File: src/rtl/clx_pkg.sv
// Shared constants, codes and character helpers for the configuration text lexer.
package clx_pkg;

  // Default widths of the position counters and depth of the queue between front and back.
  localparam int LINE_BITS_DEF   = 16;
  localparam int OFFSET_BITS_DEF = 24;
  localparam int QUEUE_DEPTH_DEF = 4;

  localparam int KIND_W = 3;
  localparam int MODE_W = 3;

  // Lexer modes.
  localparam logic [MODE_W-1:0] MODE_IDLE     = 3'd0;
  localparam logic [MODE_W-1:0] MODE_COMMENT  = 3'd1;
  localparam logic [MODE_W-1:0] MODE_DIGITRUN = 3'd2;
  localparam logic [MODE_W-1:0] MODE_PATH     = 3'd3;
  localparam logic [MODE_W-1:0] MODE_IDENT    = 3'd4;
  localparam logic [MODE_W-1:0] MODE_ERROR    = 3'd5;

  // Token kinds.
  localparam logic [KIND_W-1:0] KIND_COMMENT = 3'd0;
  localparam logic [KIND_W-1:0] KIND_SYMBOL  = 3'd1;
  localparam logic [KIND_W-1:0] KIND_NUMBER  = 3'd2;
  localparam logic [KIND_W-1:0] KIND_SIZE    = 3'd3;
  localparam logic [KIND_W-1:0] KIND_STRING  = 3'd4;
  localparam logic [KIND_W-1:0] KIND_PATH    = 3'd5;
  localparam logic [KIND_W-1:0] KIND_IDENT   = 3'd6;
  localparam logic [KIND_W-1:0] KIND_ERROR   = 3'd7;

  // Characters with a meaning of their own.
  localparam logic [7:0] CH_TAB    = 8'd9;
  localparam logic [7:0] CH_LF     = 8'd10;
  localparam logic [7:0] CH_CR     = 8'd13;
  localparam logic [7:0] CH_SPACE  = 8'd32;
  localparam logic [7:0] CH_HASH   = 8'h23;
  localparam logic [7:0] CH_DASH   = 8'h2D;
  localparam logic [7:0] CH_DOT    = 8'h2E;
  localparam logic [7:0] CH_SLASH  = 8'h2F;
  localparam logic [7:0] CH_ZERO   = 8'h30;
  localparam logic [7:0] CH_NINE   = 8'h39;
  localparam logic [7:0] CH_SEMI   = 8'h3B;
  localparam logic [7:0] CH_UP_A   = 8'h41;
  localparam logic [7:0] CH_UP_G   = 8'h47;
  localparam logic [7:0] CH_UP_K   = 8'h4B;
  localparam logic [7:0] CH_UP_M   = 8'h4D;
  localparam logic [7:0] CH_UP_Z   = 8'h5A;
  localparam logic [7:0] CH_UNDER  = 8'h5F;
  localparam logic [7:0] CH_LO_A   = 8'h61;
  localparam logic [7:0] CH_LO_Z   = 8'h7A;
  localparam logic [7:0] CH_LBRACE = 8'h7B;
  localparam logic [7:0] CH_RBRACE = 8'h7D;

  function automatic logic is_space(input logic [7:0] c);
    return ((c >= CH_TAB) && (c <= CH_CR)) || (c == CH_SPACE);
  endfunction

  function automatic logic is_sym(input logic [7:0] c);
    return (c == CH_LBRACE) || (c == CH_RBRACE) || (c == CH_SEMI);
  endfunction

  function automatic logic is_dig(input logic [7:0] c);
    return (c >= CH_ZERO) && (c <= CH_NINE);
  endfunction

  function automatic logic is_alpha(input logic [7:0] c);
    return ((c >= CH_LO_A) && (c <= CH_LO_Z)) || ((c >= CH_UP_A) && (c <= CH_UP_Z)) ||
           (c == CH_UNDER);
  endfunction

  function automatic logic is_term(input logic [7:0] c);
    return is_space(c) || (c == CH_HASH) || is_sym(c);
  endfunction

  function automatic logic is_unit(input logic [7:0] c);
    return (c == CH_UP_K) || (c == CH_UP_M) || (c == CH_UP_G);
  endfunction

endpackage

File: src/rtl/clx_in_if.sv
// Byte channel into the lexer: valid/ready handshake with one text byte per item.
interface clx_in_if;
  logic       valid;
  logic       ready;
  logic [7:0] text_byte;
  logic       end_of_input;

  modport source(output valid, text_byte, end_of_input, input ready);
  modport sink(input valid, text_byte, end_of_input, output ready);
endinterface

File: src/rtl/clx_out_if.sv
// Token channel out of the lexer: valid/ready handshake with one token record per item.
interface clx_out_if #(
  parameter int LINE_BITS   = clx_pkg::LINE_BITS_DEF,
  parameter int OFFSET_BITS = clx_pkg::OFFSET_BITS_DEF
);
  logic                      valid;
  logic                      ready;
  logic [clx_pkg::KIND_W-1:0] token_kind;
  logic [LINE_BITS-1:0]      token_line;
  logic [LINE_BITS-1:0]      token_column;
  logic [OFFSET_BITS-1:0]    token_offset;
  logic [OFFSET_BITS-1:0]    token_length;
  logic                      last_of_byte;

  modport source(output valid, token_kind, token_line, token_column, token_offset,
                 token_length, last_of_byte, input ready);
  modport sink(input valid, token_kind, token_line, token_column, token_offset,
               token_length, last_of_byte, output ready);
endinterface

File: src/rtl/clx_front.sv
// Lexer front: one byte per cycle unless full; tracks position; records up to two tokens.
module clx_front #(
  parameter int LINE_BITS   = clx_pkg::LINE_BITS_DEF,
  parameter int OFFSET_BITS = clx_pkg::OFFSET_BITS_DEF,
  parameter int REC_W       = 1 + 2 * (clx_pkg::KIND_W + 1 + 2 * LINE_BITS + 2 * OFFSET_BITS)
) (
  input  logic             clk,
  input  logic             rst,
  clx_in_if.sink           in,
  output logic             push,
  output logic [REC_W-1:0] push_data,
  input  logic             full
);

  typedef struct packed {
    logic [clx_pkg::KIND_W-1:0] kind;
    logic [LINE_BITS-1:0]       line;
    logic [LINE_BITS-1:0]       column;
    logic [OFFSET_BITS-1:0]     offset;
    logic [OFFSET_BITS-1:0]     length;
    logic                       last;
  } result_t;

  typedef struct packed {
    logic    two;
    result_t first;
    result_t second;
  } record_t;

  logic [clx_pkg::MODE_W-1:0] mode, mode_next;
  logic [LINE_BITS-1:0]       line_count, line_count_next;
  logic [LINE_BITS-1:0]       column_count, column_count_next;
  logic [OFFSET_BITS-1:0]     byte_offset, byte_offset_next;
  logic [LINE_BITS-1:0]       start_line, start_line_next;
  logic [LINE_BITS-1:0]       start_column, start_column_next;
  logic [OFFSET_BITS-1:0]     start_offset, start_offset_next;
  logic [OFFSET_BITS-1:0]     run_length, run_length_next;
  logic                       all_digits, all_digits_next;
  logic                       prefix_digits, prefix_digits_next;
  logic                       suffix_letter, suffix_letter_next;

  logic       accept;
  logic [7:0] c;
  logic [1:0] cnt;
  logic       do_idle;
  result_t    slot [2];

  // Close the open token: its kind follows from mode and the digit flags.
  function automatic result_t open_res(
    input logic [clx_pkg::MODE_W-1:0] m,
    input logic                       ad,
    input logic                       pd,
    input logic                       sl,
    input logic [LINE_BITS-1:0]       ln,
    input logic [LINE_BITS-1:0]       col,
    input logic [OFFSET_BITS-1:0]     off,
    input logic [OFFSET_BITS-1:0]     len
  );
    result_t r;
    r.line   = ln;
    r.column = col;
    r.offset = off;
    r.length = len;
    r.last   = 1'b0;
    if (m == clx_pkg::MODE_COMMENT) begin
      r.kind = clx_pkg::KIND_COMMENT;
    end else if (m == clx_pkg::MODE_PATH) begin
      r.kind = clx_pkg::KIND_PATH;
    end else if (m == clx_pkg::MODE_IDENT) begin
      r.kind = clx_pkg::KIND_IDENT;
    end else if (ad) begin
      r.kind = clx_pkg::KIND_NUMBER;
    end else if (pd && sl) begin
      r.kind = clx_pkg::KIND_SIZE;
    end else begin
      r.kind = clx_pkg::KIND_STRING;
    end
    return r;
  endfunction

  function automatic result_t here_res(
    input logic [clx_pkg::KIND_W-1:0] k,
    input logic [LINE_BITS-1:0]       ln,
    input logic [LINE_BITS-1:0]       col,
    input logic [OFFSET_BITS-1:0]     off,
    input logic [OFFSET_BITS-1:0]     len
  );
    result_t r;
    r.kind   = k;
    r.line   = ln;
    r.column = col;
    r.offset = off;
    r.length = len;
    r.last   = 1'b0;
    return r;
  endfunction

  assign in.ready = !full;
  assign accept   = in.valid && in.ready;
  assign c        = in.text_byte;

  always_comb begin
    mode_next          = mode;
    line_count_next    = line_count;
    column_count_next  = column_count;
    byte_offset_next   = byte_offset;
    start_line_next    = start_line;
    start_column_next  = start_column;
    start_offset_next  = start_offset;
    run_length_next    = run_length;
    all_digits_next    = all_digits;
    prefix_digits_next = prefix_digits;
    suffix_letter_next = suffix_letter;
    cnt                = 2'd0;
    do_idle            = 1'b0;
    slot[0]            = '0;
    slot[1]            = '0;

    case (mode)
      clx_pkg::MODE_ERROR: begin
        // drop bytes until end of input
      end
      clx_pkg::MODE_COMMENT: begin
        if (run_length != '1) run_length_next = run_length + 1'b1;
        if (c == clx_pkg::CH_LF) begin
          slot[cnt[0]] = open_res(mode, all_digits, prefix_digits, suffix_letter,
                                  start_line, start_column, start_offset, run_length_next);
          cnt       = cnt + 2'd1;
          mode_next = clx_pkg::MODE_IDLE;
        end
      end
      clx_pkg::MODE_DIGITRUN, clx_pkg::MODE_PATH, clx_pkg::MODE_IDENT: begin
        if (clx_pkg::is_term(c)) begin
          slot[cnt[0]] = open_res(mode, all_digits, prefix_digits, suffix_letter,
                                  start_line, start_column, start_offset, run_length);
          cnt     = cnt + 2'd1;
          do_idle = 1'b1;
        end else if ((mode == clx_pkg::MODE_IDENT) && !clx_pkg::is_alpha(c) &&
                     (c != clx_pkg::CH_DASH)) begin
          slot[cnt[0]] = here_res(clx_pkg::KIND_ERROR, line_count, column_count,
                                  byte_offset, '0);
          cnt       = cnt + 2'd1;
          mode_next = clx_pkg::MODE_ERROR;
        end else begin
          if (run_length != '1) run_length_next = run_length + 1'b1;
          prefix_digits_next = all_digits;
          all_digits_next    = all_digits && clx_pkg::is_dig(c);
          suffix_letter_next = clx_pkg::is_unit(c);
        end
      end
      default: begin
        do_idle = 1'b1;
      end
    endcase

    // Between tokens: skip whitespace, start a new one, or report a symbol or a bad byte.
    if (do_idle) begin
      mode_next = clx_pkg::MODE_IDLE;
      if (clx_pkg::is_space(c)) begin
        mode_next = clx_pkg::MODE_IDLE;
      end else if (clx_pkg::is_sym(c)) begin
        slot[cnt[0]] = here_res(clx_pkg::KIND_SYMBOL, line_count, column_count,
                                byte_offset, OFFSET_BITS'(1));
        cnt = cnt + 2'd1;
      end else if ((c == clx_pkg::CH_HASH) || clx_pkg::is_dig(c) ||
                   (c == clx_pkg::CH_SLASH) || (c == clx_pkg::CH_DOT) ||
                   clx_pkg::is_alpha(c)) begin
        if (c == clx_pkg::CH_HASH) begin
          mode_next = clx_pkg::MODE_COMMENT;
        end else if (clx_pkg::is_dig(c)) begin
          mode_next = clx_pkg::MODE_DIGITRUN;
        end else if (clx_pkg::is_alpha(c)) begin
          mode_next = clx_pkg::MODE_IDENT;
        end else begin
          mode_next = clx_pkg::MODE_PATH;
        end
        start_line_next    = line_count;
        start_column_next  = column_count;
        start_offset_next  = byte_offset;
        run_length_next    = OFFSET_BITS'(1);
        all_digits_next    = 1'b1;
        prefix_digits_next = 1'b1;
        suffix_letter_next = 1'b0;
      end else begin
        slot[cnt[0]] = here_res(clx_pkg::KIND_ERROR, line_count, column_count,
                                byte_offset, '0);
        cnt       = cnt + 2'd1;
        mode_next = clx_pkg::MODE_ERROR;
      end
    end

    // Advance the position counters; line and column saturate, offset wraps.
    byte_offset_next = byte_offset + 1'b1;
    if (c == clx_pkg::CH_LF) begin
      if (line_count != '1) line_count_next = line_count + 1'b1;
      column_count_next = LINE_BITS'(1);
    end else if (column_count != '1) begin
      column_count_next = column_count + 1'b1;
    end

    // End of input: flush the open token, then return to the reset state.
    if (in.end_of_input) begin
      if ((mode_next == clx_pkg::MODE_COMMENT) || (mode_next == clx_pkg::MODE_DIGITRUN) ||
          (mode_next == clx_pkg::MODE_PATH) || (mode_next == clx_pkg::MODE_IDENT)) begin
        slot[cnt[0]] = open_res(mode_next, all_digits_next, prefix_digits_next,
                                suffix_letter_next, start_line_next, start_column_next,
                                start_offset_next, run_length_next);
        cnt = cnt + 2'd1;
      end
      mode_next          = clx_pkg::MODE_IDLE;
      line_count_next    = LINE_BITS'(1);
      column_count_next  = LINE_BITS'(1);
      byte_offset_next   = '0;
      start_line_next    = LINE_BITS'(1);
      start_column_next  = LINE_BITS'(1);
      start_offset_next  = '0;
      run_length_next    = '0;
      all_digits_next    = 1'b1;
      prefix_digits_next = 1'b1;
      suffix_letter_next = 1'b0;
    end

    if (cnt == 2'd1) slot[0].last = 1'b1;
    if (cnt == 2'd2) slot[1].last = 1'b1;
  end

  assign push      = accept && (cnt != 2'd0);
  assign push_data = REC_W'({(cnt == 2'd2), slot[0], slot[1]});

  always_ff @(posedge clk) begin
    if (rst) begin
      mode          <= clx_pkg::MODE_IDLE;
      line_count    <= LINE_BITS'(1);
      column_count  <= LINE_BITS'(1);
      byte_offset   <= '0;
      start_line    <= LINE_BITS'(1);
      start_column  <= LINE_BITS'(1);
      start_offset  <= '0;
      run_length    <= '0;
      all_digits    <= 1'b1;
      prefix_digits <= 1'b1;
      suffix_letter <= 1'b0;
    end else if (accept) begin
      mode          <= mode_next;
      line_count    <= line_count_next;
      column_count  <= column_count_next;
      byte_offset   <= byte_offset_next;
      start_line    <= start_line_next;
      start_column  <= start_column_next;
      start_offset  <= start_offset_next;
      run_length    <= run_length_next;
      all_digits    <= all_digits_next;
      prefix_digits <= prefix_digits_next;
      suffix_letter <= suffix_letter_next;
    end
  end

`ifndef SYNTHESIS
  a_eoi_resets: assert property (@(posedge clk) disable iff (rst)
    accept && in.end_of_input |=>
      (line_count == LINE_BITS'(1)) && (byte_offset == '0) && (mode == clx_pkg::MODE_IDLE))
    else $error("position not reset after end of input");
`endif

endmodule

File: src/rtl/clx_queue.sv
// Short queue of token records between the lexer front and the output back.
module clx_queue #(
  parameter int WIDTH = 8,
  parameter int DEPTH = clx_pkg::QUEUE_DEPTH_DEF
) (
  input  logic             clk,
  input  logic             rst,
  input  logic             push,
  input  logic [WIDTH-1:0] push_data,
  output logic             full,
  input  logic             pop,
  output logic [WIDTH-1:0] pop_data,
  output logic             not_empty
);

  localparam int PTR_W = (DEPTH > 1) ? $clog2(DEPTH) : 1;
  localparam int CNT_W = $clog2(DEPTH + 1);

  logic [WIDTH-1:0] store [DEPTH];
  logic [PTR_W-1:0] wr_ptr, rd_ptr;
  logic [CNT_W-1:0] count;

  assign full      = (count == CNT_W'(DEPTH));
  assign not_empty = (count != '0);
  assign pop_data  = store[rd_ptr];

  always_ff @(posedge clk) begin
    if (push) store[wr_ptr] <= push_data;
  end

  always_ff @(posedge clk) begin
    if (rst) begin
      wr_ptr <= '0;
      rd_ptr <= '0;
      count  <= '0;
    end else begin
      if (push) wr_ptr <= (wr_ptr == PTR_W'(DEPTH - 1)) ? '0 : wr_ptr + 1'b1;
      if (pop) rd_ptr <= (rd_ptr == PTR_W'(DEPTH - 1)) ? '0 : rd_ptr + 1'b1;
      if (push && !pop) begin
        count <= count + 1'b1;
      end else if (pop && !push) begin
        count <= count - 1'b1;
      end
    end
  end

`ifndef SYNTHESIS
  a_count_bound: assert property (@(posedge clk) disable iff (rst)
    count <= CNT_W'(DEPTH))
    else $error("queue count above depth");
  a_no_overflow: assert property (@(posedge clk) disable iff (rst)
    !(push && full))
    else $error("push into full queue");
  a_no_underflow: assert property (@(posedge clk) disable iff (rst)
    !(pop && !not_empty))
    else $error("pop from empty queue");
`endif

endmodule

File: src/rtl/clx_back.sv
// Lexer back: pops token records and hands them out one token per item.
module clx_back #(
  parameter int LINE_BITS   = clx_pkg::LINE_BITS_DEF,
  parameter int OFFSET_BITS = clx_pkg::OFFSET_BITS_DEF,
  parameter int REC_W       = 1 + 2 * (clx_pkg::KIND_W + 1 + 2 * LINE_BITS + 2 * OFFSET_BITS)
) (
  input  logic             clk,
  input  logic             rst,
  input  logic [REC_W-1:0] head,
  input  logic             head_valid,
  output logic             pop,
  clx_out_if.source        out
);

  typedef struct packed {
    logic [clx_pkg::KIND_W-1:0] kind;
    logic [LINE_BITS-1:0]       line;
    logic [LINE_BITS-1:0]       column;
    logic [OFFSET_BITS-1:0]     offset;
    logic [OFFSET_BITS-1:0]     length;
    logic                       last;
  } result_t;

  typedef struct packed {
    logic    two;
    result_t first;
    result_t second;
  } record_t;

  record_t rec;
  logic    out_valid, pend_valid, load;
  result_t out_data, pend_data;

  assign rec  = record_t'(head);
  assign load = !out_valid || out.ready;
  // A held second token goes out before the next record is taken.
  assign pop  = load && !pend_valid && head_valid;

  always_ff @(posedge clk) begin
    if (rst) begin
      out_valid  <= 1'b0;
      pend_valid <= 1'b0;
    end else if (load) begin
      if (pend_valid) begin
        out_valid  <= 1'b1;
        pend_valid <= 1'b0;
      end else begin
        out_valid  <= head_valid;
        pend_valid <= head_valid && rec.two;
      end
    end
  end

  always_ff @(posedge clk) begin
    if (load) begin
      if (pend_valid) begin
        out_data <= pend_data;
      end else if (head_valid) begin
        out_data  <= rec.first;
        pend_data <= rec.second;
      end
    end
  end

  assign out.valid        = out_valid;
  assign out.token_kind   = out_data.kind;
  assign out.token_line   = out_data.line;
  assign out.token_column = out_data.column;
  assign out.token_offset = out_data.offset;
  assign out.token_length = out_data.length;
  assign out.last_of_byte = out_data.last;

`ifndef SYNTHESIS
  a_pend_needs_out: assert property (@(posedge clk) disable iff (rst)
    pend_valid |-> out_valid)
    else $error("second token held with no first token shown");
`endif

endmodule

File: src/rtl/config_text_lexer.sv
// Top level of the configuration text lexer: front, record queue and output back.
//
// Use: feed configuration text on "in", one byte per item (text_byte), and set
// end_of_input on the final byte. Tokens come out on "out", one per item: kind,
// line, column, byte offset of the token start, and length. Whitespace makes no
// token; a byte can give zero, one or two tokens, and last_of_byte marks the last
// one a byte gives. After a bad byte an error token is given and bytes are dropped
// without tokens until end_of_input. end_of_input flushes any open token and then
// returns line, column and offset to their start values.
// Throughput: one byte per cycle while the queue is not full; the front closes
// each byte in the cycle it is taken. A byte that gives two tokens holds the
// output register for both, so bytes that keep giving two tokens fill the queue
// and slow "in". Path: the edge that takes a byte writes its record to the
// queue; from there its first token is loaded into the output register, which
// drives "out", once the record is at the head and the register is free.
// Stall: while "out" is stalled the output register holds its token and the
// queue of QUEUE_DEPTH records fills; "in" drops ready only when the queue is full.
// Reset (rst, synchronous): clears the queue, the output register and all
// position counters; no clearing pass is needed.
module config_text_lexer #(
  parameter int LINE_BITS   = clx_pkg::LINE_BITS_DEF,
  parameter int OFFSET_BITS = clx_pkg::OFFSET_BITS_DEF,
  parameter int QUEUE_DEPTH = clx_pkg::QUEUE_DEPTH_DEF
) (
  input logic       clk,
  input logic       rst,
  clx_in_if.sink    in,
  clx_out_if.source out
);

  // One record: a two-token flag and two token slots.
  localparam int REC_W = 1 + 2 * (clx_pkg::KIND_W + 1 + 2 * LINE_BITS + 2 * OFFSET_BITS);

  logic             push, full, pop, not_empty;
  logic [REC_W-1:0] push_data, pop_data;

  // Classify bytes and track position; push a record for bytes that give tokens.
  clx_front #(
    .LINE_BITS  (LINE_BITS),
    .OFFSET_BITS(OFFSET_BITS),
    .REC_W      (REC_W)
  ) u_front (
    .clk      (clk),
    .rst      (rst),
    .in       (in),
    .push     (push),
    .push_data(push_data),
    .full     (full)
  );

  // Decouple the byte side from the token side.
  clx_queue #(
    .WIDTH(REC_W),
    .DEPTH(QUEUE_DEPTH)
  ) u_queue (
    .clk      (clk),
    .rst      (rst),
    .push     (push),
    .push_data(push_data),
    .full     (full),
    .pop      (pop),
    .pop_data (pop_data),
    .not_empty(not_empty)
  );

  // Split each record into tokens and drive the output register.
  clx_back #(
    .LINE_BITS  (LINE_BITS),
    .OFFSET_BITS(OFFSET_BITS),
    .REC_W      (REC_W)
  ) u_back (
    .clk       (clk),
    .rst       (rst),
    .head      (pop_data),
    .head_valid(not_empty),
    .pop       (pop),
    .out       (out)
  );

endmodule
File: src/flat_wrapper.sv
// flat-port wrapper written by rule: the top's interface ports become plain ports
module config_text_lexer_flat 
#(
  parameter int LINE_BITS   = clx_pkg::LINE_BITS_DEF,
  parameter int OFFSET_BITS = clx_pkg::OFFSET_BITS_DEF,
  parameter int QUEUE_DEPTH = clx_pkg::QUEUE_DEPTH_DEF
)
  (clk, rst, in_valid, in_text_byte, in_end_of_input, in_ready, out_valid, out_token_kind, out_token_line, out_token_column, out_token_offset, out_token_length, out_last_of_byte, out_ready);
  clx_in_if in_i ();
  clx_out_if #(.LINE_BITS(LINE_BITS), .OFFSET_BITS(OFFSET_BITS)) out_i ();
  input logic clk;
  input logic rst;
  input wire logic [$bits(in_i.valid)-1:0] in_valid;
  input wire logic [$bits(in_i.text_byte)-1:0] in_text_byte;
  input wire logic [$bits(in_i.end_of_input)-1:0] in_end_of_input;
  output wire logic [$bits(in_i.ready)-1:0] in_ready;
  output wire logic [$bits(out_i.valid)-1:0] out_valid;
  output wire logic [$bits(out_i.token_kind)-1:0] out_token_kind;
  output wire logic [$bits(out_i.token_line)-1:0] out_token_line;
  output wire logic [$bits(out_i.token_column)-1:0] out_token_column;
  output wire logic [$bits(out_i.token_offset)-1:0] out_token_offset;
  output wire logic [$bits(out_i.token_length)-1:0] out_token_length;
  output wire logic [$bits(out_i.last_of_byte)-1:0] out_last_of_byte;
  input wire logic [$bits(out_i.ready)-1:0] out_ready;
  assign in_i.valid = in_valid;
  assign in_i.text_byte = in_text_byte;
  assign in_i.end_of_input = in_end_of_input;
  assign in_ready = in_i.ready;
  assign out_valid = out_i.valid;
  assign out_token_kind = out_i.token_kind;
  assign out_token_line = out_i.token_line;
  assign out_token_column = out_i.token_column;
  assign out_token_offset = out_i.token_offset;
  assign out_token_length = out_i.token_length;
  assign out_last_of_byte = out_i.last_of_byte;
  assign out_i.ready = out_ready;
  config_text_lexer #(.LINE_BITS(LINE_BITS), .OFFSET_BITS(OFFSET_BITS), .QUEUE_DEPTH(QUEUE_DEPTH)) u_core (.clk(clk), .rst(rst), .in(in_i), .out(out_i));
endmodule
File: config.mk
export PLATFORM = sky130hd
export DESIGN_NAME = config_text_lexer_flat
export DESIGN_NICKNAME = d
export VERILOG_FILES = /design/src/rtl/clx_pkg.sv /design/src/rtl/clx_in_if.sv /design/src/rtl/clx_out_if.sv /design/src/rtl/clx_front.sv /design/src/rtl/clx_queue.sv /design/src/rtl/clx_back.sv /design/src/rtl/config_text_lexer.sv /design/src/flat_wrapper.sv
export SDC_FILE = /design/constraint.sdc
export NUM_CORES = 1
export LEC_CHECK = 0
export BUFFER_PORTS_ARGS = -buffer_cell sky130_fd_sc_hd__buf_2
export CAP_MARGIN = 10
export CELL_PAD_IN_SITES_DETAIL_PLACEMENT = 0
export CELL_PAD_IN_SITES_GLOBAL_PLACEMENT = 1
export CORE_MARGIN = 2
export CORE_UTILIZATION = 35
export CTS_BUF_LIST = sky130_fd_sc_hd__clkbuf_16
export CTS_CLUSTER_DIAMETER = 120
export DETAILED_ROUTE_END_ITERATION = 12
export GPL_ROUTABILITY_DRIVEN = 0
export PLACE_DENSITY_LB_ADDON = 0.1
export SLEW_MARGIN = 40
export SYNTH_ARGS = -nofsm -noshare
export SYNTH_HDL_FRONTEND = slang
export SYNTH_HIERARCHICAL = 1
export SYNTH_SLANG_ARGS = --single-unit
File: constraint.sdc
create_clock -name clk -period 19.6 [get_ports clk]
set_input_delay 0 -clock clk [delete_from_list [all_inputs] [get_ports clk]]
set_output_delay 0 -clock clk [all_outputs]
set_load 0.05 [all_outputs]
* Yosys cells after proc, flatten, opt, wreduce, memory -nomap -nowiden
Memories as Yosys holds them, arrays and structs flattened. A register that Yosys moved wholly into a read port is not among the register bits.
Cells that the tools add are included.
** Storage, ports and cells
- Memory bits (writable) :: 676
- Input bits :: 13
- Flip-flop bits (word level) :: 319
- Memories :: 1
** Memory list
- u_core.u_queue.store :: words 4, width 169, rd ports 1, clocked after Yosys merged registers in 1, write ports 1, RTL line clx_queue.sv:19 : logic [WIDTH-1:0] store [DEPTH];
** Operators by class
- Multiplexer cells :: 121
- Reduce and logical (&&, ||, !) cells :: 54
- Eq/ne operators :: 30
- Add/subtract/negate cells :: 10
- Order comparisons :: 12
- Bitwise logic cells :: 3
** Operator list (count)
- $mux 168 :: 6
- $bwmux 168 :: 3
- $mux 84 :: 6
- $mux 24 :: 14
- $mux 16 :: 16
- $demux 84 s1 :: 2
- $pmux 84 s2 :: 1
- $mux 81 :: 1
- $mux 3 :: 24
- $add 24x1->24 const B :: 2
- $eq 8x7->1 const B :: 6
- $pmux 24 s2 :: 1
- $eq 8x6->1 const B :: 5
- $mux 1 :: 34
- $add 16x1->16 const B :: 2
- $ne 16x16->1 const B :: 2
- $ne 24x24->1 const B :: 1
- $mux 2 :: 10
- $logic_and 1x1->1 :: 18
- $logic_or 1x1->1 :: 17
- $ge 8x7->1 const B :: 2
- $le 8x7->1 const B :: 2
- $eq 3x2->1 const B :: 4
- $eq 3x3->1 const B :: 4
- 25 further kinds :: 47

* Depth between registers and ports, before layout
- Depth after elaboration :: 26
- Depth in mapped cells :: 19
- Gate-level depth less buffers :: 17

* By module
The synthesis kept the hierarchy.
** By module, submodules not included
- clx_queue :: cells an instance 927, area each 24817.6 µm², sequential area each 20479.6 µm², instances 1
- clx_front :: cells an instance 1217, area each 9365.2 µm², sequential area each 2842.7 µm², instances 1
- clx_back :: cells an instance 275, area each 6184.7 µm², sequential area each 5084.9 µm², instances 1

* Least setup slack after synthesis
Ideal clock, no wire load.
- Path kind :: register to register
- Start point :: register u_core/u_front/mode[2] (netlist bit)
- End point :: memory u_core/u_queue/store[0][0] (netlist bit) (enable)
- Buffers on the path :: 1
- Setup time :: 0.549 ns
- Arrival time :: 6.648 ns
- Stages on the path, launching flop included :: 13
- Period minus slack after synthesis :: 7.197 ns
- Slack :: 12.403 ns
- Path through :: dfxtp_1 clkbuf_1 or3b_2 nand2_1 o21ai_1 nand3_1 ha_1 nor2_1 nand2_1 o2111ai_1 nor3_1 nor3_1 and2_1
** Between the ends
- Cells in the longest elaborated chain, start to end :: 18
- Elaborated cells on any way between the ends :: 37
- Those cells by class :: add/sub: 2; eq/ne: 9; mux: 17; reduce/logical: 9
** RTL lines
- from (decl) :: RTL line clx_front.sv:30 : logic [clx_pkg::MODE_W-1:0] mode, mode_next;
- from (signal assigned) :: RTL line clx_front.sv:232 : mode <= clx_pkg::MODE_IDLE;
- from (signal assigned) :: RTL line clx_front.sv:244 : mode <= mode_next;
- $eq 3x3->1 :: RTL line clx_front.sv:119, clx_front.sv:138
- $logic_and 1x1->1 (2 in a row) :: RTL line clx_front.sv:138 : end else if ((mode == clx_pkg::MODE_IDENT) && !clx_pkg::is_alpha(c) &&
- $mux 1 :: RTL line clx_front.sv:138
- $mux 1 :: RTL line clx_front.sv:133 : if (clx_pkg::is_term(c)) begin
- $pmux 1 s2 :: RTL line clx_front.sv:119 : case (mode)
- $add 2x1->2 :: RTL line clx_front.sv:164, clx_front.sv:187
- $mux 2 :: RTL line clx_front.sv:165 : end else if ((c == clx_pkg::CH_HASH) || clx_pkg::is_dig(c) ||
- $mux 2 :: RTL line clx_front.sv:161 : end else if (clx_pkg::is_sym(c)) begin
- (+2 left out)
- $add 2x1->2 :: RTL line clx_front.sv:208 : cnt = cnt + 2'd1;
- $mux 2 :: RTL line clx_front.sv:203 : if ((mode_next == clx_pkg::MODE_COMMENT) || (mode_next == clx_pkg::MODE_DIGITRUN) ||
- $mux 2 * :: RTL line clx_front.sv:202 : if (in.end_of_input) begin
- $reduce_bool 2->1 * :: RTL line clx_front.sv:227 : assign push = accept && (cnt != 2'd0);
- $logic_and 1x1->1 * :: RTL line clx_front.sv:227
- via u_core.push :: RTL line config_text_lexer.sv:34 : logic push, full, pop, not_empty;
- $mux 1 * :: RTL line clx_queue.sv:28 : if (push) store[wr_ptr] <= push_data;
- $mux 1 (not written as such) * :: RTL line clx_queue.sv:28
- to (decl) :: RTL line clx_queue.sv:19
Mark *: on every way through the listed nets, which the timed path passes. The rest lies on a longest branch.

* Worst setup path after layout
- Start point :: input in_text_byte[6]
- End point :: memory u_core/u_queue/store[3][42] (netlist bit) (enable)
** Between the ends
- Cells in the longest elaborated chain, start to end :: 22
- Elaborated cells on any way between the ends :: 72
- Those cells by class :: add/sub: 2; order compare: 8; eq/ne: 14; mux: 25; reduce/logical: 23
** RTL lines
- from (decl) :: RTL line flat_wrapper.sv:14 : input wire logic [$bits(in_i.text_byte)-1:0] in_text_byte;
- $ge 8x7->1 or $le 8x7->1 (tied branches) :: RTL line clx_pkg.sv:66 : return ((c >= CH_LO_A) && (c <= CH_LO_Z)) || ((c >= CH_UP_A) && (c <= CH_UP_Z)) ||
- $logic_and 1x1->1 :: RTL line clx_pkg.sv:66
- $logic_or 1x1->1 (2 in a row) :: RTL line clx_pkg.sv:66
- $logic_not 1->1 :: RTL line clx_front.sv:138
- $logic_and 1x1->1 (2 in a row) :: RTL line clx_front.sv:138
- $mux 1 :: RTL line clx_front.sv:138
- $mux 1 :: RTL line clx_front.sv:133
- $pmux 1 s2 :: RTL line clx_front.sv:119
- (+5 left out)
- $add 2x1->2 :: RTL line clx_front.sv:208
- $mux 2 :: RTL line clx_front.sv:203
- $mux 2 * :: RTL line clx_front.sv:202
- $reduce_bool 2->1 * :: RTL line clx_front.sv:227
- $logic_and 1x1->1 * :: RTL line clx_front.sv:227
- via u_core.push :: RTL line config_text_lexer.sv:34
- $mux 1 * :: RTL line clx_queue.sv:28
- $mux 1 (not written as such) * :: RTL line clx_queue.sv:28
Marks and branches as above.

==> report_table.html <==
<table>
<tr><th>Metric</th><th>Value</th></tr>
<tr><th colspan="2">Worst setup path</th></tr>
<tr><td>Worst setup path startpoint</td><td>in_text_byte[6]</td></tr>
<tr><td>Crit Path Category</td><td>input pin to flop</td></tr>
<tr><td>CP Launch Type</td><td>input pin</td></tr>
<tr><td>CP Data Required Time</td><td>19900 ps</td></tr>
<tr><td>Startpoint of the most critical register-to-register path</td><td>u_core/u_front/mode[2]</td></tr>
<tr><td>Max FO, Critical Path</td><td>65</td></tr>
<tr><td>Crit path cell chain</td><td>dlygate4sd3_1 -&gt; buf_2 -&gt; or4b_4 -&gt; a2111o_1 -&gt; nand3_1 -&gt; o21ai_1 -&gt; buf_4 -&gt; nand3_1 -&gt; ha_1 -&gt; nor2_1 -&gt; nand2_1 -&gt; o2111a_2 -&gt; nor3_1 -&gt; nor3_2 -&gt; and2_4 -&gt; buf_6 -&gt; buf_6</td></tr>
<tr><td>Critical Path Sink Type</td><td>flop</td></tr>
<tr><td>Length in cells of the worst reg-to-reg path</td><td>14</td></tr>
<tr><td>Slowest cell delay on critical path</td><td>between 700 and 800 ps</td></tr>
<tr><td>Arrival @ worst endpoint</td><td>5850 ps</td></tr>
<tr><td>Cell at the slowest stage of the critical path</td><td>buf_6</td></tr>
<tr><th colspan="2">Drt</th></tr>
<tr><td>Remaining routing DRC violations</td><td>0</td></tr>
<tr><td>Wire length per cell after detailed routing</td><td>approximately 24 um</td></tr>
<tr><td>Aggregate routed wire length</td><td>98500 um</td></tr>
<tr><td>Pre-antenna DRT Iters</td><td>5</td></tr>
<tr><td>Via total after detailed routing</td><td>21800</td></tr>
<tr><td>Post-route antenna net violation count</td><td>0</td></tr>
<tr><td>Initial DRC Count</td><td>1366</td></tr>
<tr><td>Via-to-Cell Ratio</td><td>5.27</td></tr>
<tr><th colspan="2">Global routing</th></tr>
<tr><td>Pin count of the biggest net entering global routing</td><td>66</td></tr>
<tr><td>GRT Overall Usage</td><td>16.7%</td></tr>
<tr><td>Total gr overflow</td><td>0</td></tr>
<tr><td>Number of global-route vias before repair</td><td>between 20000 and 25000</td></tr>
<tr><td>Global-route wire length before repair</td><td>approximately 150000 um</td></tr>
<tr><td>Antenna violations before repair</td><td>10</td></tr>
<tr><th colspan="2">Logic synthesis</th></tr>
<tr><td>Avg Synthesized Cell Area</td><td>16.7 um2</td></tr>
<tr><td>Predominant post-synthesis flop cell</td><td>edfxtp_1</td></tr>
<tr><td>Yosys top cell area share</td><td>62.8%</td></tr>
<tr><td>Share of synthesized area occupied by flip-flops and latches</td><td>70.4%</td></tr>
<tr><td>Async S/R FF share, synth</td><td>0%</td></tr>
<tr><td>Yosys warning total</td><td>6</td></tr>
<tr><td>Number of distinct library cell variants in the gate-level netlist after synthesis</td><td>82</td></tr>
<tr><td>Post-Syn Area</td><td>0.0404 mm2</td></tr>
<tr><td>Synth area leaders</td><td>edfxtp_1 63%, mux4_2 9.4%, dfxtp_1 7.6%</td></tr>
<tr><td>Cell taking the most area after synthesis</td><td>edfxtp_1</td></tr>
<tr><td>Count of state elements after synthesis</td><td>roughly 1000</td></tr>
<tr><td>Synthesized instance count</td><td>roughly 2400</td></tr>
<tr><td>Post-synth EDFFs</td><td>844</td></tr>
<tr><th colspan="2">Floorplanning</th></tr>
<tr><td>Initial Utilization</td><td>35.3%</td></tr>
<tr><td>Die Width</td><td>around 340 um</td></tr>
<tr><td>Die extent in y</td><td>~340 um</td></tr>
<tr><td>Die footprint</td><td>between 0.1 and 0.15 mm2</td></tr>
<tr><td>Std-Cell Rows</td><td>124</td></tr>
<tr><td>Core footprint</td><td>0.114 mm2</td></tr>
<tr><td>Number of top-level design ports</td><td>99</td></tr>
<tr><th colspan="2">Place</th></tr>
<tr><td>Placed wire-length estimate after detailed placement</td><td>53800 um</td></tr>
<tr><td>Number of cells in the design after placement</td><td>3919</td></tr>
<tr><td>Number of buffers added on ports</td><td>slightly below 100</td></tr>
<tr><th colspan="2">Power and ir drop</th></tr>
<tr><td>Logic gate share of total power</td><td>25.0%</td></tr>
<tr><td>Share of power burned in the clock network</td><td>29.9%</td></tr>
<tr><td>Pint</td><td>4.44 mW</td></tr>
<tr><td>Worst ir drop on vdd</td><td>0.000110 V</td></tr>
<tr><td>Net switching power</td><td>1.99 mW</td></tr>
<tr><td>Overall power</td><td>6.43 mW</td></tr>
<tr><td>Fraction of power spent switching nets</td><td>30.9%</td></tr>
<tr><td>Part of the power in registers</td><td>45.1%</td></tr>
<tr><td>Total power density per cell area</td><td>around 140 mW/mm2</td></tr>
<tr><td>Leakage dissipation</td><td>14.5 nW</td></tr>
<tr><th colspan="2">Timing</th></tr>
<tr><td>Max-Slew Margin vs Limit</td><td>39.6%</td></tr>
<tr><td>Setup repair after global routing missed its margin</td><td>false</td></tr>
<tr><td>Final setup TNS</td><td>0 ps</td></tr>
<tr><td>Hold violation count in the final report</td><td>0</td></tr>
<tr><td>Worst-case clock skew</td><td>30.3 ps</td></tr>
<tr><td>Minimum clock period after layout</td><td>approximately 5500 ps</td></tr>
<tr><td>Slew at the pin closest to its max-slew limit</td><td>roughly 900 ps</td></tr>
<tr><td>Final critical-path share of the clock period</td><td>28.3%</td></tr>
<tr><td>Peak Freq</td><td>about 180 MHz</td></tr>
<tr><td>Setup violation total in the final timing report</td><td>0</td></tr>
<tr><td>WHS</td><td>about 180 ps</td></tr>
<tr><td>Number of pins with negative max-slew slack in the final report</td><td>0</td></tr>
<tr><th colspan="2">Clocking</th></tr>
<tr><td>Buffer depth of the longest clock path</td><td>3</td></tr>
<tr><td>Insertion delay to the later sink of the worst-skew pair</td><td>700 ps</td></tr>
<tr><td>Clock transition at path regs</td><td>about 60 ps</td></tr>
<tr><td>Sinks on the clock net</td><td>roughly 1000</td></tr>
<tr><td>CTS tree</td><td>built</td></tr>
<tr><td>CTS HTree Levels</td><td>3</td></tr>
<tr><td>Number of buffers created by CTS</td><td>109</td></tr>
<tr><td>Clock Root Buffer</td><td>clkbuf_16</td></tr>
<tr><th colspan="2">Finish</th></tr>
<tr><td>Fin nets</td><td>2553</td></tr>
<tr><td>Count of non-filler cells in the finished layout</td><td>4135</td></tr>
<tr><td>Leading cell types in the layout, fill and taps excluded</td><td>844 x edfxtp_1, 181 x nor2_1, 169 x mux4_2, 150 x dfxtp_1, 112 x clkbuf_16</td></tr>
<tr><td>Synth-to-layout area growth</td><td>14.0%</td></tr>
<tr><td>Most common cell after layout, fill and taps aside</td><td>edfxtp_1</td></tr>
<tr><td>Proportion of layout cells with a drive suffix above 1</td><td>22.5%</td></tr>
<tr><th colspan="2">Hold path</th></tr>
<tr><td>Path category of the worst min-delay check</td><td>input pin to flop</td></tr>
<tr><td>Hold Path Stages</td><td>6</td></tr>
<tr><td>Critical hold path startpoint</td><td>in_text_byte[5]</td></tr>
<tr><th colspan="2">Status</th></tr>
<tr><td>Result of the run</td><td>finished, final reports clean</td></tr>
<tr><th colspan="2">Job</th></tr>
<tr><td>Max capacitance violation total</td><td>0</td></tr>
</table>
worst max-delay path: cells and delay by family:
kind | cells | cell delay [ps]
buffers and inverters | 5 | 2370
and+or+nand+nor | 8 | 2160
adders and majority gates | 1 | 150
AOI/OAI and AO/OA | 3 | 1070
layout make-up:
| class | count | area, um2 |
|---|---|---|
| fill | 10300 | 68300 |
| sequential | 997 | 28400 |
| multi-input combinational | 1245 | 11100 |
| clock buffer | 112 | 2800 |
| tap | 1512 | 1890 |
| timing repair buffer | 156 | 1180 |
| clock inverter | 93 | 576 |
| inverter | 19 | 71.3 |
| antenna | 1 | 2.50 |
path summary, 6_finish.rpt:
path,endpoint,slack (ps)
setup / recovery,u_core/u_queue/store[3][42],14050
hold / removal,u_core/u_front/suffix_letter,180
setup reg to reg,u_core/u_queue/store[3][42],14160
hold reg to reg,u_core/u_front/start_column[0],490
state kept, by name, indices dropped and copies added, names as in the netlist, 3 cells and up, named ones only:
| name | flops |
|---|---|
| u_core/u_back/out.token_column | 16 |
| u_core/u_front/start_line | 16 |
| u_core/u_front/byte_offset | 24 |
| u_core/u_front/start_column | 16 |
| u_core/u_front/column_count | 16 |
| u_core/u_front/run_length | 24 |
| u_core/u_back/out.token_kind | 3 |
| u_core/u_queue/store | 676 |
| u_core/u_back/out.token_line | 16 |
| u_core/u_queue/count | 3 |
| u_core/u_front/line_count | 16 |
| u_core/u_back/out.token_length | 24 |
| u_core/u_front/start_offset | 24 |
| u_core/u_back/pend_data | 84 |
| u_core/u_front/mode | 3 |
| u_core/u_back/out.token_offset | 24 |
cells by family (layout without fill, tap and decap cells):
| group | Yosys count | count (layout) | synth area share [%] |
|---|---|---|---|
| flip-flops | 997 | 997 | 70.4 |
| AO/OA/AOI/OAI | 335 | 335 | 6.01 |
| adder cells (fa/ha/maj) | 12 | 12 | 0.391 |
| AND/OR/NAND/NOR | 536 | 536 | 6.75 |
| buffers and inverters | 199 | 380 | 2.74 |
| other | 1 | 24 | 0.00929 |
| multiplexers | 276 | 276 | 12.4 |
| XOR/XNOR | 63 | 63 | 1.37 |
cell usage after synthesis, drive strengths merged (18+ instances only):
| cell | count |
|---|---|
| inv | 19 |
| nor3 | 33 |
| mux2i | 21 |
| xnor2 | 19 |
| mux2 | 86 |
| clkbuf | 82 |
| nand3 | 54 |
| a32o | 56 |
| nand2 | 78 |
| o21ai | 57 |
| and3 | 20 |
| nand4 | 18 |
| mux4 | 169 |
| nor2 | 185 |
| xor2 | 44 |
| a21oi | 68 |
| dfxtp | 153 |
| nor2b | 63 |
| a22oi | 66 |
| edfxtp | 844 |
| buf | 98 |
metal layers:
metal  GRT usage, %  share of wire, %  vias to the layer above
li1               -                 -                     9776
met1           22.5                45                    11400
met2           27.8                48                      442
met3           2.68               4.2                      160
met4           5.33               2.5                       12
met5              0             0.074                        -
timing repair:
action                     in CTS  in global routing
hold buffers                   10                  0
hold endpoints to repair       65                  0
buffers inserted                0                  0
setup endpoints to repair       0                  0
resized for setup               0                  0
power groups by stage:
| stage | sequential, mW | clock, mW | combinational [mW] |
|---|---|---|---|
| after floorplan | 3.28 | 0 | 0.855 |
| after global placement | 2.96 | 0 | 1.60 |
| after detailed placement | 2.95 | 0 | 1.65 |
| after CTS | 2.91 | 1.99 | 1.66 |
| after global routing | 2.94 | 2.07 | 1.72 |
| final | 2.90 | 1.92 | 1.61 |
metrics by stage:
step	area, um2	utilization (%)	setup slack [ps]
6_report	46000	40.2	14050
5_1_grt	46000	40.2	13720
4_1_cts	46000	40.2	14050
3_5_place_dp	42500	37.2	13970
3_3_place_gp	42200	36.9	12400
2_1_floorplan	40500	-	12400
Note: power is estimated with default switching activity, not from simulation.
